`src/hw/rtl/qed_pkg.sv`:
```
package qed_pkg;

    // characters the decoder looks for
    localparam logic [7:0] CH_EQUALS     = 8'h3D;
    localparam logic [7:0] CH_UNDERSCORE = 8'h5F;
    localparam logic [7:0] CH_SPACE      = 8'h20;
    localparam logic [7:0] CH_ZERO       = 8'h30;
    localparam logic [7:0] CH_LOWER_A    = 8'h61;
    localparam logic [7:0] CH_UPPER_A    = 8'h41;

    // most bytes one input transfer can produce
    localparam int unsigned RES_DEPTH = 3;

    typedef enum logic [1:0] {
        PH_IDLE  = 2'd0,
        PH_EQ    = 2'd1,
        PH_DIGIT = 2'd2
    } t_phase;

    typedef struct packed {
        logic       ok;
        logic [3:0] val;
    } t_hex;

    // result bundle from the step logic to the result buffer
    typedef struct packed {
        logic [1:0]                count;
        logic [RES_DEPTH-1:0][7:0] bytes;
        logic [RES_DEPTH-1:0]      lasts;
    } t_step_out;

    function automatic t_hex hex_decode(input logic [7:0] c);
        t_hex h;
        h.ok  = 1'b0;
        h.val = 4'd0;
        if (c >= CH_ZERO && c <= CH_ZERO + 8'd9) begin
            h.ok  = 1'b1;
            h.val = 4'(c - CH_ZERO);
        end else if (c >= CH_LOWER_A && c <= CH_LOWER_A + 8'd5) begin
            h.ok  = 1'b1;
            h.val = 4'(c - CH_LOWER_A + 8'd10);
        end else if (c >= CH_UPPER_A && c <= CH_UPPER_A + 8'd5) begin
            h.ok  = 1'b1;
            h.val = 4'(c - CH_UPPER_A + 8'd10);
        end
        return h;
    endfunction

endpackage

```
`src/hw/rtl/qed_if.sv`:
```
interface qed_in_if;
    logic       valid;
    logic       ready;
    logic [7:0] in_byte;
    logic       in_last;

    modport source (output valid, output in_byte, output in_last, input ready);
    modport sink   (input valid, input in_byte, input in_last, output ready);
endinterface

interface qed_out_if;
    logic       valid;
    logic       ready;
    logic [7:0] out_byte;
    logic       out_last;

    modport source (output valid, output out_byte, output out_last, input ready);
    modport sink   (input valid, input out_byte, input out_last, output ready);
endinterface

```
`src/hw/rtl/qed_step.sv`:
```
module qed_step (
    input  logic                i_clk,
    input  logic                i_rst_n,
    input  logic                i_take,
    input  logic [7:0]          i_byte,
    input  logic                i_last,
    output qed_pkg::t_step_out  o_res
);

    qed_pkg::t_phase r_phase, n_phase;
    logic [7:0]      r_held, n_held;

    qed_pkg::t_hex   hx;
    qed_pkg::t_hex   hh;
    logic [1:0]      pre;
    logic            direct;
    logic            hold;
    logic            norm_emit;
    logic [7:0]      norm_byte;

    always_comb begin
        hx        = qed_pkg::hex_decode(i_byte);
        hh        = qed_pkg::hex_decode(r_held);
        n_phase   = qed_pkg::PH_IDLE;
        n_held    = r_held;
        pre       = 2'd0;
        direct    = 1'b0;
        hold      = 1'b0;
        norm_emit = 1'b0;
        norm_byte = i_byte;

        case (r_phase)
            qed_pkg::PH_DIGIT: begin
                if (hx.ok && hh.ok) begin
                    direct = 1'b1;
                end else begin
                    pre = 2'd2;
                end
            end
            qed_pkg::PH_EQ: begin
                // a hex digit extends the escape unless the string ends here
                if (hx.ok && !i_last) begin
                    hold    = 1'b1;
                    n_phase = qed_pkg::PH_DIGIT;
                    n_held  = i_byte;
                end else begin
                    pre = 2'd1;
                end
            end
            default: begin
            end
        endcase

        if (!direct && !hold) begin
            if (i_byte == qed_pkg::CH_EQUALS) begin
                if (i_last) begin
                    norm_emit = 1'b1;
                end else begin
                    n_phase = qed_pkg::PH_EQ;
                end
            end else if (i_byte == qed_pkg::CH_UNDERSCORE) begin
                norm_emit = 1'b1;
                norm_byte = qed_pkg::CH_SPACE;
            end else begin
                norm_emit = 1'b1;
            end
        end

        o_res.bytes = '0;
        o_res.lasts = '0;
        if (direct) begin
            o_res.count    = 2'd1;
            o_res.bytes[0] = {hh.val, hx.val};
            o_res.lasts[0] = i_last;
        end else begin
            o_res.count = 2'(pre + {1'b0, norm_emit});
            case (pre)
                2'd1: begin
                    o_res.bytes[0] = qed_pkg::CH_EQUALS;
                    o_res.bytes[1] = norm_byte;
                    o_res.lasts[1] = i_last & norm_emit;
                end
                2'd2: begin
                    o_res.bytes[0] = qed_pkg::CH_EQUALS;
                    o_res.bytes[1] = r_held;
                    o_res.bytes[2] = norm_byte;
                    o_res.lasts[2] = i_last & norm_emit;
                end
                default: begin
                    o_res.bytes[0] = norm_byte;
                    o_res.lasts[0] = i_last & norm_emit;
                end
            endcase
        end
    end

    always_ff @(posedge i_clk) begin
        if (!i_rst_n) begin
            r_phase <= qed_pkg::PH_IDLE;
        end else if (i_take) begin
            r_phase <= n_phase;
        end
    end

    always_ff @(posedge i_clk) begin
        if (i_take) begin
            r_held <= n_held;
        end
    end

endmodule

```
`src/hw/rtl/qed_result_buf.sv`:
```
module qed_result_buf (
    input  logic               i_clk,
    input  logic               i_rst_n,
    input  logic               i_load,
    input  qed_pkg::t_step_out i_res,
    input  logic               i_out_ready,
    output logic               o_free,
    output logic               o_out_valid,
    output logic [7:0]         o_out_byte,
    output logic               o_out_last
);

    logic [1:0]                         r_cnt, n_cnt;
    logic [1:0]                         r_head, n_head;
    logic [qed_pkg::RES_DEPTH-1:0][7:0] r_bytes;
    logic [qed_pkg::RES_DEPTH-1:0]      r_lasts;
    logic                               pop;

    assign o_out_valid = (r_cnt != 2'd0);
    assign pop         = o_out_valid && i_out_ready;
    // empty after this cycle's transfer, so a new bundle may land
    assign o_free      = (r_cnt == 2'd0) || (r_cnt == 2'd1 && i_out_ready);
    assign o_out_byte  = r_bytes[r_head];
    assign o_out_last  = r_lasts[r_head];

    always_comb begin
        n_cnt  = r_cnt;
        n_head = r_head;
        if (i_load) begin
            n_cnt  = i_res.count;
            n_head = 2'd0;
        end else if (pop) begin
            n_cnt  = r_cnt - 2'd1;
            n_head = r_head + 2'd1;
        end
    end

    always_ff @(posedge i_clk) begin
        if (!i_rst_n) begin
            r_cnt  <= 2'd0;
            r_head <= 2'd0;
        end else begin
            r_cnt  <= n_cnt;
            r_head <= n_head;
        end
    end

    always_ff @(posedge i_clk) begin
        if (i_load) begin
            r_bytes <= i_res.bytes;
            r_lasts <= i_res.lasts;
        end
    end

endmodule

```
`src/hw/rtl/q_encoding_byte_decoder.sv`:
```
// Q-encoding (quoted-printable) byte decoder. Takes one encoded byte per transfer on i_in
// and delivers decoded bytes on o_out: "=XX" (hex, either case) becomes one byte, "_"
// becomes a space, everything else passes. A broken escape releases the held "=" and digit
// literally before the breaking byte; in_last flushes anything held and tags the final
// decoded byte with out_last. Input is registered, decoded combinationally into a three-entry
// result buffer, and drained one byte per cycle while o_out is ready. The sustained rate is
// one input byte per cycle while the output is ready, except that a transfer yielding N > 1
// bytes (N up to 3) holds off the next transfer until the one-byte output port has drained them.
module q_encoding_byte_decoder (
    input  logic             i_clk,
    input  logic             i_rst_n,
    qed_in_if.sink           i_in,
    qed_out_if.source        o_out
);

    logic               r_in_valid;
    logic [7:0]         r_in_byte;
    logic               r_in_last;
    logic               buf_free;
    logic               take;
    qed_pkg::t_step_out res;

    assign take       = r_in_valid && buf_free;
    assign i_in.ready = !r_in_valid || buf_free;

    always_ff @(posedge i_clk) begin
        if (!i_rst_n) begin
            r_in_valid <= 1'b0;
        end else if (i_in.ready) begin
            r_in_valid <= i_in.valid;
        end
    end

    always_ff @(posedge i_clk) begin
        if (i_in.valid && i_in.ready) begin
            r_in_byte <= i_in.in_byte;
            r_in_last <= i_in.in_last;
        end
    end

    qed_step u_step (
        .i_clk   (i_clk),
        .i_rst_n (i_rst_n),
        .i_take  (take),
        .i_byte  (r_in_byte),
        .i_last  (r_in_last),
        .o_res   (res)
    );

    qed_result_buf u_buf (
        .i_clk       (i_clk),
        .i_rst_n     (i_rst_n),
        .i_load      (take),
        .i_res       (res),
        .i_out_ready (o_out.ready),
        .o_free      (buf_free),
        .o_out_valid (o_out.valid),
        .o_out_byte  (o_out.out_byte),
        .o_out_last  (o_out.out_last)
    );

endmodule

```
`src/flat_wrapper.sv`:
```
// flat-port wrapper written by rule: the top's interface ports become plain ports
module q_encoding_byte_decoder_flat 
  (i_clk, i_rst_n, i_in_valid, i_in_in_byte, i_in_in_last, i_in_ready, o_out_valid, o_out_out_byte, o_out_out_last, o_out_ready);
  qed_in_if i_in_i ();
  qed_out_if o_out_i ();
  input  logic i_clk;
  input  logic i_rst_n;
  input wire logic [$bits(i_in_i.valid)-1:0] i_in_valid;
  input wire logic [$bits(i_in_i.in_byte)-1:0] i_in_in_byte;
  input wire logic [$bits(i_in_i.in_last)-1:0] i_in_in_last;
  output wire logic [$bits(i_in_i.ready)-1:0] i_in_ready;
  output wire logic [$bits(o_out_i.valid)-1:0] o_out_valid;
  output wire logic [$bits(o_out_i.out_byte)-1:0] o_out_out_byte;
  output wire logic [$bits(o_out_i.out_last)-1:0] o_out_out_last;
  input wire logic [$bits(o_out_i.ready)-1:0] o_out_ready;
  assign i_in_i.valid = i_in_valid;
  assign i_in_i.in_byte = i_in_in_byte;
  assign i_in_i.in_last = i_in_in_last;
  assign i_in_ready = i_in_i.ready;
  assign o_out_valid = o_out_i.valid;
  assign o_out_out_byte = o_out_i.out_byte;
  assign o_out_out_last = o_out_i.out_last;
  assign o_out_i.ready = o_out_ready;
  q_encoding_byte_decoder u_core (.i_clk(i_clk), .i_rst_n(i_rst_n), .i_in(i_in_i), .o_out(o_out_i));
endmodule
```
`config.mk`:
```
export PLATFORM = sky130hd
export DESIGN_NAME = q_encoding_byte_decoder_flat
export DESIGN_NICKNAME = d
export VERILOG_FILES = /design/src/hw/rtl/qed_pkg.sv /design/src/hw/rtl/qed_if.sv /design/src/hw/rtl/qed_step.sv /design/src/hw/rtl/qed_result_buf.sv /design/src/hw/rtl/q_encoding_byte_decoder.sv /design/src/flat_wrapper.sv
export SDC_FILE = /design/constraint.sdc
export NUM_CORES = 1
export LEC_CHECK = 0
export BUFFER_PORTS_ARGS = -buffer_cell sky130_fd_sc_hd__buf_2
export CORE_MARGIN = 4
export CORE_UTILIZATION = 55
export DETAILED_ROUTE_END_ITERATION = 10
export GPL_ROUTABILITY_DRIVEN = 0
export HOLD_SLACK_MARGIN = 0.15
export PLACE_DENSITY = 0.75
export SLEW_MARGIN = 25
export SYNTH_ARGS = -nofsm -noshare
export SYNTH_HDL_FRONTEND = slang
export SYNTH_SLANG_ARGS = --single-unit
```
`constraint.sdc`:
```
create_clock -name i_clk -period 9 [get_ports i_clk]
set_input_delay 0.9 -clock i_clk [delete_from_list [all_inputs] [get_ports i_clk]]
set_output_delay 0.9 -clock i_clk [all_outputs]
set_load 0.01 [all_outputs]
```
# --- Word-level counts from Yosys, hierarchy flattened ---
# Index checks and enable logic that the tools add are counted.
classes:
  addsub: 13
  eq_ne: 7
  magnitude_cmp: 13
  n_mux: 36
  n_reduce_logical: 27
  bitwise: 4
ops:
  columns: ["cell", "n"]
  rows:
  - ["2-to-1 mux 8 bit", 6]
  - ["greater-or-equal comparator 8 x 7 -> 1 bit (second input constant)", 4]
  - ["less-or-equal comparator 8 x 7 -> 1 bit (second input constant)", 4]
  - ["2-to-1 mux 5 bit", 6]
  - ["subtractor 4 x 1 -> 4 bit (second input constant)", 6]
  - ["2-to-1 mux 2 bit", 9]
  - ["adder 4 bit (second input constant)", 4]
  - ["binary-select mux 8 bit (select 2 bit)", 1]
  - ["greater-or-equal comparator 8 x 6 -> 1 bit (second input constant)", 2]
  - ["less-or-equal comparator 8 x 6 -> 1 bit (second input constant)", 2]
  - ["one-hot mux 8 bit (2 select lines)", 1]
  - ["logical AND 1 bit", 13]
  - ["2-to-1 mux 1 bit", 11]
  - ["equality test 8 x 6 -> 1 bit (second input constant)", 1]
  - ["equality test 8 x 7 -> 1 bit (second input constant)", 1]
  - ["OR reduction 2 bit", 4]
  - ["equality test 2 x 1 -> 1 bit (second input constant)", 3]
  - ["equality test 2 bit (second input constant)", 2]
  - ["zero test 1 bit", 4]
  - ["one-hot mux 2 bit (2 select lines)", 1]
  - ["nonzero test 2 bit", 2]
  - ["< comparator 2 x 3 -> 1 bit (second input constant)", 1]
  - ["NOT 1 bit", 3]
  - ["AND reduction 3 bit", 1]
  - ["other kinds (7)", 8]
word_totals:
  elab_cells: 113
  reg_bits: 51

# --- Logic depth before layout (Yosys ltp) ---
# Gate-level depths: netlist of the first run.
depth:
  ltp_word: 14
  depth_mapped: 12
  mapped_depth_nobuf: 11

# --- Hierarchy ---
# Synthesis of the first run repeated with hierarchy kept, for this count alone.
unflattened:
  cells_unflattened: 230
  hier_area_um2: 2718.9
modules_own_cells:
  columns: ["mod", "area_per_inst_um2", "cells_per_inst", "instances"]
  rows:
  - ["qed_result_buf", 1224.9, 84, 1]
  - ["qed_step", 1158.6, 131, 1]
  - ["q_encoding_byte_decoder", 335.3, 15, 1]

# --- Least setup slack after synthesis of the first run ---
# OpenSTA, ideal clock, no wires.
synth_timing:
  kind: "flip-flop to flip-flop"
  from: "reg u_core.r_in_byte[0]"
  to: "reg u_core.u_buf.r_bytes[3] in the netlist's numbering, data pin"
  synth_period_minus_slack_ns: 3.014
  setup_ns: 0.272
  stages_incl_launch_ff: 13
  path_slack_ns: 5.986
  t_arrival_ns: 2.742
  path_cell_list: "edfxtp_1 -> inv_1 -> ha_1 -> o21bai_1 -> a21o_1 -> a21boi_1 -> buf_2 -> nor2_1 -> or3b_2 -> ha_1 -> o21bai_1 -> buf_2 -> o311ai_4"
synth_rtl:
  columns: ["element", "line", "text"]
  rows:
  - ["start, declared", "q_encoding_byte_decoder.sv:17", "logic [7:0] r_in_byte;"]
  - ["start signal, assigned", "q_encoding_byte_decoder.sv:36", "r_in_byte <= i_in.in_byte;"]
  - ["end signal, assigned", "qed_result_buf.sv:50", "r_bytes <= i_res.bytes;"]
  - ["end, declared", "qed_result_buf.sv:15", "logic [qed_pkg::RES_DEPTH-1:0][7:0] r_bytes;"]

==> summary.txt, run 1 <==
Power
  – Leak Pwr: 1.08 nW
  – Total design power: 491 uW
  – Power density over the cells: 167 nW/um^2
  – IR Drop Worst-Case VDD: 0.000104 V

Synth
  – Synthesized net count: 265
  – Count of flip-flops with a built-in enable after synthesis: 44
  – Primary flip-flop cell chosen by synthesis mapping: sky130_fd_sc_hd__edfxtp_1
  – Flop and latch count out of synthesis: slightly above 50
  – Synthesized instance count: 238
  – Proportion of netlist area held by the largest area contributor: 48.5%
  – Warnings, synthesis: 0
  – Mean Syn Cell Area: between 10 and 15 um^2
  – Most common library cells after synthesis: sky130_fd_sc_hd__edfxtp_1 (44), sky130_fd_sc_hd__nand2_1 (24), sky130_fd_sc_hd__nor2_1 (16)
  – Biggest area contributors in the synthesized netlist: sky130_fd_sc_hd__edfxtp_1 (49%), sky130_fd_sc_hd__ha_1 (6.4%), sky130_fd_sc_hd__dfxtp_1 (5.1%)
  – Library cell occupying the most area in the post-synthesis netlist: sky130_fd_sc_hd__edfxtp_1
  – Dominant cell by count in the synthesized netlist: sky130_fd_sc_hd__edfxtp_1
  – Share of flip-flops with an asynchronous set or reset: 0%
  – Sequential fraction of the synthesis area: 53.7%
  – Area of the mapped netlist: 2720 um^2
  – Synth cell types: 54

Placement
  – DPL Wire Length: 3.82 mm
  – Minimum setup slack after placement: around 5100 ps
  – Input/output buffers: 23

Clock network
  – Root buffer cell: sky130_fd_sc_hd__clkbuf_8
  – Post-cts repair resize count: 0
  – Clock transition at path regs: about 80 ps
  – Maximum count of clock buffers along a single path: 2
  – Num CTS Buffers: 5
  – Skew-Pair Late Insertion Delay: 300 ps
  – H-tree depth reported by CTS: 2
  – Clk sinks: 51
  – TritonCTS clock tree: yes
  – Number of setup buffers added after CTS: 0
  – CTS hold repair buffers: 0

STA
  – Setup slack of the critical path after layout: around 4900 ps
  – Largest clock skew in the final design: 3.96 ps
  – Setup total negative slack: 0 ps
  – RSZ-0062 raised after global routing: no
  – Post-route minimum period: 4050 ps
  – Worst-Margin Slew: between 900 and 1000 ps
  – Pins over their slew limit: 0
  – Setup-violating endpoint count in the final report: 0
  – Hold violation count in the final report: 0
  – Ratio of final minimum period to clock period: 45.0%
  – Max-Slew Margin vs Limit: 34.5%
  – Maximum operating frequency: 247 MHz

Cells and area
  – Reg area: 1460 um^2
  – Core occupancy in the finished layout: 62.1%
  – Net count reported at finish: 285
  – Area added between synthesis and finish: 8.41%
  – Ant. Diodes: 0
  – Area of the multi-input gates: 1150 um^2
  – Number of fill cells in the layout: 405
  – Fraction of final layout cells sized beyond drive strength 1: 13.9%

Detailed routing
  – Post-detailed-route DRC marker count: 0
  – Number of routed nets with antenna violations: 0
  – TritonRoute pass-1 iters: 4
  – Vias: 1,828
  – Via density: 5.61
  – Number of DRC violations after detailed-routing iteration 0: 145
  – Wire length after detailed routing: between 5 and 6 mm
  – Routed wire length per instance: 16.0 um

Floorplanning
  – Starting density of the core: between 50% and 60%
  – Number of rows created at floorplan: 25
  – Count of boundary I/O pins: 24
  – Area of the core region: 4750 um^2
  – Die outline height: 78.4 um
  – Total Die Area: 6140 um^2
  – Die Wd: slightly below 80 um

GRT
  – Total gr overflow: 0
  – Initial antenna violation count: 0
  – Pin count of the biggest net entering global routing: 33
  – Number of global-route vias before repair: 1,731
  – Total routing usage reported by global routing: 18.5%
  – Wire length of the first global-routing pass: 8.80 mm

Worst setup path
  – Start point of the critical path: u_core.r_in_byte[0]
  – End of the critical path: u_core.u_buf.r_bytes[2]
  – Critical path endpoint category: register
  – Worst Path Required: 8990 ps
  – Number of cell instances on the worst register-to-register path: 10
  – Worst reg2reg path startpoint: u_core.r_in_byte[0]
  – Critical Path Source Type: register
  – Critical setup path kind: reg2reg
  – Slack of the worst reg-to-reg path: between 4000 and 5000 ps
  – Terminus of the critical flop-to-flop path: u_core.u_buf.r_bytes[2]
  – CP Max Fanout: 12
  – Critical path data arrival time: about 4000 ps

Hold path
  – Hold crit path type: reg2reg

Run
  – # Max-Cap Violations: 0

Outcome
  – Result of the run: finished, final reports clean
state kept, by name, summed over array words and instances (netlist names):
register,count
u_core.u_step.r_phase,2
u_core.u_buf.r_cnt,2
u_core.u_step.r_held,8
u_core.u_buf.r_bytes,24
u_core.r_in_byte,8
u_core.u_buf.r_head,2
u_core.r_in_valid,1
u_core.u_buf.r_lasts,3
u_core.r_in_last,1
layer usage:
metal / global-route usage [%] / wire length [um] / vias to the layer above
met5: 0 / 0 / -
met4: 5.24 / 58 / 0
met3: 3.44 / 394 / 6
met2: 29.7 / 2490 / 64
met1: 25.7 / 2280 / 831
li1: - / - / 927
cell families (layout without fill, tap and decap cells):
family                   after synthesis  count (layout)  share of synthesized area, %
flip-flops                            51              51                          53.7
AND/OR/NAND/NOR                       78              78                          14.8
AO/OA/AOI/OAI                         55              55                          15.7
adder cells (fa/ha/maj)               14              14                          6.43
multiplexers                          11              11                          4.09
XOR/XNOR                               4               4                          1.29
buffers and inverters                 25              46                          4.09
cell usage in the layout (no fill, tap or decap), types with 2 or more instances in the layout:
cell,synthesis,layout
sky130_fd_sc_hd__o21ai_0,10,10
sky130_fd_sc_hd__edfxtp_1,44,44
sky130_fd_sc_hd__a22oi_1,2,2
sky130_fd_sc_hd__nand2_1,24,24
sky130_fd_sc_hd__xnor2_1,3,3
sky130_fd_sc_hd__and2_1,8,8
sky130_fd_sc_hd__nor2_1,16,16
sky130_fd_sc_hd__o211a_1,2,2
sky130_fd_sc_hd__a21oi_1,4,4
sky130_fd_sc_hd__inv_1,15,14
sky130_fd_sc_hd__a2111oi_0,2,2
sky130_fd_sc_hd__nor4_1,2,2
sky130_fd_sc_hd__clkbuf_8,0,5
sky130_fd_sc_hd__and3_1,5,5
sky130_fd_sc_hd__nor3_1,2,2
sky130_fd_sc_hd__a21o_1,2,2
sky130_fd_sc_hd__buf_2,2,23
sky130_fd_sc_hd__nor2b_1,2,2
sky130_fd_sc_hd__a32oi_1,6,6
sky130_fd_sc_hd__mux2i_1,10,10
sky130_fd_sc_hd__nand2b_1,2,2
sky130_fd_sc_hd__a31oi_1,3,3
sky130_fd_sc_hd__o311ai_1,2,2
sky130_fd_sc_hd__o2111ai_1,3,3
sky130_fd_sc_hd__dfxtp_1,7,7
sky130_fd_sc_hd__ha_1,14,14
sky130_fd_sc_hd__nor3b_1,2,2
sky130_fd_sc_hd__o21ai_1,4,4
sky130_fd_sc_hd__o21bai_1,3,3
sky130_fd_sc_hd__or4b_1,2,2
sky130_fd_sc_hd__or3_1,4,4
sky130_fd_sc_hd__nand3_1,3,3
worst min-delay path by stage:
stage | startpoint | end | slack (ps) | cells past startpoint
2_1_floorplan | u_core.u_step.r_phase[0] | u_core.u_step.r_phase[0] | 460 | 2
3_3_place_gp | u_core.u_step.r_phase[0] | u_core.u_step.r_phase[0] | 480 | 2
3_5_place_dp | u_core.u_step.r_phase[0] | u_core.u_step.r_phase[0] | 490 | 2
4_1_cts | u_core.u_step.r_phase[0] | u_core.u_step.r_phase[0] | 500 | 2
5_1_grt | u_core.u_step.r_phase[0] | u_core.u_step.r_phase[0] | 530 | 2
6_report | u_core.u_step.r_phase[0] | u_core.u_step.r_phase[0] | 500 | 2
worst max-delay path: stages (launching register included):
cell and delay, ps:
sky130_fd_sc_hd__edfxtp_1 520, sky130_fd_sc_hd__inv_1 150, sky130_fd_sc_hd__ha_1 230, sky130_fd_sc_hd__o21bai_1 140
sky130_fd_sc_hd__a21o_1 220, sky130_fd_sc_hd__a21boi_1 690, sky130_fd_sc_hd__nor2_1 190, sky130_fd_sc_hd__or3b_2 490
sky130_fd_sc_hd__ha_1 360, sky130_fd_sc_hd__o21bai_1 460, sky130_fd_sc_hd__o311ai_1 270
power by group:
group | leakage (nW) | internal (mW) | switching (mW) | total (mW)
Clock | 0.0428 | 0.0545 | 0.0726 | 0.127
Combinational | 0.567 | 0.0290 | 0.0405 | 0.0695
Sequential | 0.469 | 0.279 | 0.0162 | 0.295
Total | 1.08 | 0.362 | 0.129 | 0.491
per-stage QoR:
| step | instance area [um^2] | std cells | hold slack [ps] |
|---|---|---|---|
| finish | 2950 | 326 | 497 |
| global route | 2950 | 326 | 531 |
| CTS | 2950 | 326 | 499 |
| detailed placement | 2870 | 318 | 488 |
| global placement | 2870 | 318 | 476 |
| floorplan | 2720 | 238 | 461 |
area by class of cell:
class | instances | share of cell area, %
clock buffer | 6 | 2.46
timing repair buffer | 23 | 3.90
inverter | 15 | 1.91
tap | 67 | 2.84
sequential | 51 | 49.5
multi-input combinational | 162 | 39.0
clock inverter | 2 | 0.424
Power figures use the tool's default switching activity.
==> inputs of run 2 (changes only) <==
--- a/config.mk
+++ b/config.mk
@@ -5,6 +5,7 @@
 export SDC_FILE = /design/constraint.sdc
 export NUM_CORES = 1
 export LEC_CHECK = 0
+export ABC_AREA = 1
 export BUFFER_PORTS_ARGS = -buffer_cell sky130_fd_sc_hd__buf_2
 export CORE_MARGIN = 4
 export CORE_UTILIZATION = 55
==> constraint.sdc (replaced) <==
create_clock -name i_clk -period 3.8 [get_ports i_clk]
set_input_delay 0.38 -clock i_clk [delete_from_list [all_inputs] [get_ports i_clk]]
set_output_delay 0.38 -clock i_clk [all_outputs]
set_load 0.01 [all_outputs]
==> run 2 against run 1 <==
  * Die area down 0.32%
  * Final cell count rose by 20%
  * Wire length shrank 1.3%
  * Non-clock buffer count is 1 higher
  * Setup slack got worse by 3700 ps
  * Cell area is 1.4% higher
  * Flip-flop and latch count unchanged
  * Largest cell class unchanged
  * Largest power group unchanged
==> summary.txt, run 2 <==
Clock network
  – Clock transition at path regs: 90 ps (about the same)
  – H-tree depth reported by CTS: 2 (unchanged)
  – Skew-Pair Late Insertion Delay: 300 ps (about the same)
  – Maximum count of clock buffers along a single path: 2 (unchanged)
  – Clk sinks: 51 (unchanged)
  – Num CTS Buffers: 5 (unchanged)
  – Root buffer cell: sky130_fd_sc_hd__clkbuf_8
  – TritonCTS clock tree: yes
  – Post-cts repair resize count: 0 (unchanged)
  – CTS hold repair buffers: 0 (unchanged)
  – Number of setup buffers added after CTS: 0 (unchanged)

Detailed routing
  – TritonRoute pass-1 iters: 5 (+1)
  – Number of DRC violations after detailed-routing iteration 0: 119 (-18%)
  – Vias: 2,027 (+11%)
  – Routed wire length per instance: 13.2 um (-18%)
  – Post-detailed-route DRC marker count: 0 (unchanged)
  – Number of routed nets with antenna violations: 0 (unchanged)
  – Via density: 5.18 (-7.5%)
  – Wire length after detailed routing: 5.15 mm (-1.3%)

Worst setup path
  – Cell seen most often among critical-path stages: sky130_fd_sc_hd__nand2_1
  – Crit path max-delay family: simple AND/OR/NAND/NOR gates
  – Critical path endpoint category: register
  – Slack of the worst reg-to-reg path: 1250 ps (-3700 ps)
  – Start point of the critical path: u_core.r_in_byte[0]
  – Worst reg2reg path startpoint: u_core.r_in_byte[0]
  – Worst Path Required: 3870 ps (-5120 ps)
  – Terminus of the critical flop-to-flop path: u_core.u_buf.r_bytes[8]
  – Critical path's slowest cell: sky130_fd_sc_hd__edfxtp_1
  – Max incr delay on CP: 500 ps (-190 ps)
  – Bufs and invs on worst path: 5 (+4)
  – List of cells traversed by the critical path: inv_2 > ha_1 > nor2_1 > nand2_1 > nand3_2 > nand2_2 > nand2_1 > nand2_1 > nor2_1 > inv_1 > ha_1 > inv_1 > nand2_4 > inv_2 > nand2_1 > inv_1
  – Critical Path Source Type: register
  – End of the critical path: u_core.u_buf.r_bytes[8]
  – Critical path data arrival time: 2630 ps (-1410 ps)
  – Critical setup path kind: reg2reg
  – CP Max Fanout: 7 (-5)
  – Number of cell instances on the worst register-to-register path: 16 (+6)
  – Number of gates on the worst path with buffers counted: 16 (+6)

Power
  – Switching part of the total: 29.6% (+3.3 points)
  – Relative contribution of combinational cells to total power: 20.7% (+6.6 points)
  – Sequential share of power: 56.1% (-3.9 points)
  – IR Drop Worst-Case VDD: 0.000242 V (+130%)
  – Power share of the clock group: 23.1% (-2.8 points)
  – Leak Pwr: 1.28 nW (+19%)
  – Power density over the cells: 432 nW/um^2 (+160%)
  – Internal Pwr Total: 910 uW (+150%)
  – Net switching power of the design: 382 uW (+200%)

Cells and area
  – Register with the most flip-flops: u_core.u_buf.r_bytes
  – Number of flip-flops in the largest register: 24 (unchanged)
  – Fraction of final layout cells sized beyond drive strength 1: 14.8% (+0.92 points)
  – Leading registers by flop count: u_core.u_buf.r_bytes: 24 flops, u_core.r_in_byte: 8 flops, u_core.u_step.r_held: 8 flops
  – Most common cell after layout, fill and taps aside: sky130_fd_sc_hd__nand2_1
  – Ant. Diodes: 0 (unchanged)
  – Area of the multi-input gates: 1060 um^2 (-7.8%)
  – Net count reported at finish: 350 (+23%)
  – Core occupancy in the finished layout: 62.9% (+0.84 points)
  – Area added between synthesis and finish: 10.3%
  – Reg area: 1460 um^2 (unchanged)
  – Commonest non-fill, non-tap cells in the layout: sky130_fd_sc_hd__nand2_1 (56), sky130_fd_sc_hd__nor2_1 (44), sky130_fd_sc_hd__edfxtp_1 (44)
  – Number of fill cells in the layout: 419 (+3.5%)
  – Final cell count without fillers: 391 (+20%)

Synth
  – Library cell occupying the most area in the post-synthesis netlist: sky130_fd_sc_hd__edfxtp_1
  – Most common library cells after synthesis: sky130_fd_sc_hd__nand2_1 (56), sky130_fd_sc_hd__nor2_1 (45), sky130_fd_sc_hd__edfxtp_1 (44)
  – Mean Syn Cell Area: 9.16 um^2 (-20%)
  – Proportion of netlist area held by the largest area contributor: 48.7% (+0.18 points)
  – Sequential fraction of the synthesis area: 53.9% (+0.20 points)
  – Warnings, synthesis: 0 (unchanged)
  – Synthesized net count: 323 (+22%)
  – Count of flip-flops with a built-in enable after synthesis: 44 (unchanged)
  – Flop and latch count out of synthesis: 51 (unchanged)
  – Area of the mapped netlist: 2710 um^2 (-0.37%)
  – Synth cell types: 28 (-48%)
  – Dominant cell by count in the synthesized netlist: sky130_fd_sc_hd__nand2_1
  – Primary flip-flop cell chosen by synthesis mapping: sky130_fd_sc_hd__edfxtp_1
  – Synthesized instance count: 296 (+24%)
  – Share of flip-flops with an asynchronous set or reset: 0% (unchanged)
  – Biggest area contributors in the synthesized netlist: sky130_fd_sc_hd__edfxtp_1 (49%), sky130_fd_sc_hd__nand2_1 (7.7%), sky130_fd_sc_hd__ha_1 (6.5%)

GRT
  – Number of global-route vias before repair: 1,949 (+13%)
  – GRT busiest layer: met2
  – Pin count of the biggest net entering global routing: 31 (-6.1%)
  – Initial antenna violation count: 0 (unchanged)
  – GR Util met2: 29.5% (-0.26 points)
  – Wire length of the first global-routing pass: 8.83 mm (+0.32%)
  – Total gr overflow: 0 (unchanged)
  – Total routing usage reported by global routing: 18.3% (-0.18 points)
  – Met3 global-route usage: 3.33% (-0.11 points)
  – Met1 capacity usage during global routing: 24.1% (-1.6 points)

Placement
  – Number of instances in the placed design: 383 (+20%)
  – Input/output buffers: 23 (unchanged)
  – DPL Wire Length: 3.89 mm (+1.8%)

STA
  – Ratio of final minimum period to clock period: 67.2% (+22 points)
  – RSZ-0062 raised after global routing: no
  – Maximum operating frequency: 392 MHz (+59%)
  – Setup total negative slack: 0 ps (unchanged)
  – Post-route minimum period: 2550 ps (-1500 ps)
  – Largest clock skew in the final design: 2.26 ps (-1.71 ps)
  – Hold violation count in the final report: 0 (unchanged)
  – Worst-Margin Slew: 647 ps (-333 ps)
  – Setup-violating endpoint count in the final report: 0 (unchanged)
  – Pins over their slew limit: 0 (unchanged)
  – Max-Slew Margin vs Limit: 56.8% (+22 points)

Floorplanning
  – Starting density of the core: 57.1% (-0.21 points)
  – Die Wd: 78.2 um (-0.16%)
  – Area of the core region: 4750 um^2 (unchanged)
  – Number of rows created at floorplan: 25 (unchanged)
  – Count of boundary I/O pins: 24 (unchanged)
  – Die outline height: 78.2 um (-0.16%)
  – Total Die Area: 6120 um^2 (-0.32%)

Hold path
  – Hold crit path type: in2reg

Outcome
  – Result of the run: finished, final reports clean

Run
  – # Max-Cap Violations: 0 (unchanged)
## run 2: how the worst min path moves through the flow
stage	start	endpoint	slack, ps	cells past startpoint
3_3_place_gp	u_core.r_in_valid	u_core.r_in_valid	490	2
4_1_cts	i_in_in_byte[0]	u_core.r_in_byte[0]	240	1
3_5_place_dp	u_core.u_step.r_phase[0]	u_core.u_step.r_phase[0]	510	2
2_1_floorplan	u_core.r_in_byte[7]	u_core.u_step.r_held[7]	470	0
5_1_grt	i_in_in_byte[3]	u_core.r_in_byte[3]	240	1
6_report	i_in_in_last	u_core.r_in_last	250	1
## run 2: per-layer routing
metal  vias up  routed length, um
met4         0                123
met5         -                  0
met3        13                262
li1       1037                  -
met1       916               2380
met2        61               2380
## run 2: final cells by class
class | instances | share of cell area, %
clock buffers | 6 | 2.43
clock inverters | 2 | 0.418
repair buffers | 24 | 4.10
multi-input cells | 194 | 35.4
flip-flops and latches | 51 | 48.8
well taps | 67 | 2.80
inverters | 47 | 5.98
## run 2: kinds of logic (layout without fill, tap and decap cells)
| group | Yosys count | in the layout | share of synthesized area [%] |
|---|---|---|---|
| simple gates | 134 | 134 | 22.0 |
| flops | 51 | 51 | 53.9 |
| buf+inv | 51 | 79 | 7.15 |
| compound gates | 42 | 42 | 9.23 |
| fa+ha+maj | 14 | 14 | 6.46 |
| xor+xnor | 4 | 4 | 1.29 |
## run 2: per-stage QoR
stage	instance area, um^2	power (mW)	hold slack, ps	setup slack [ps]
after floorplan	2710	0.914	472	1240
after CTS	2990	1.31	238	1240
final	2990	1.29	247	1250
after detailed placement	2910	1.01	508	1290
after global placement	2910	1.00	495	1410
after global routing	2990	1.37	237	1010
## run 2: worst register-to-register path, cell delays in order, from the launching register on
cell                       delay (ps)
sky130_fd_sc_hd__edfxtp_1         500
sky130_fd_sc_hd__inv_2            100
sky130_fd_sc_hd__ha_1             220
sky130_fd_sc_hd__nor2_1           100
sky130_fd_sc_hd__nand2_1           70
sky130_fd_sc_hd__nand3_2          130
sky130_fd_sc_hd__nand2_2           90
sky130_fd_sc_hd__nand2_1           90
sky130_fd_sc_hd__nand2_1           70
sky130_fd_sc_hd__nor2_1           180
sky130_fd_sc_hd__inv_1             70
sky130_fd_sc_hd__ha_1             350
sky130_fd_sc_hd__inv_1            100
sky130_fd_sc_hd__nand2_4           90
sky130_fd_sc_hd__inv_2             60
sky130_fd_sc_hd__nand2_1           70
sky130_fd_sc_hd__inv_1             40
## run 2: power groups by stage
stage / logic (mW) / clock network (mW) / registers (mW)
after floorplan: 0.194 / 0 / 0.720
after global placement: 0.263 / 0 / 0.737
after detailed placement: 0.270 / 0 / 0.739
after CTS: 0.271 / 0.309 / 0.727
after global routing: 0.308 / 0.328 / 0.735
final: 0.268 / 0.299 / 0.725
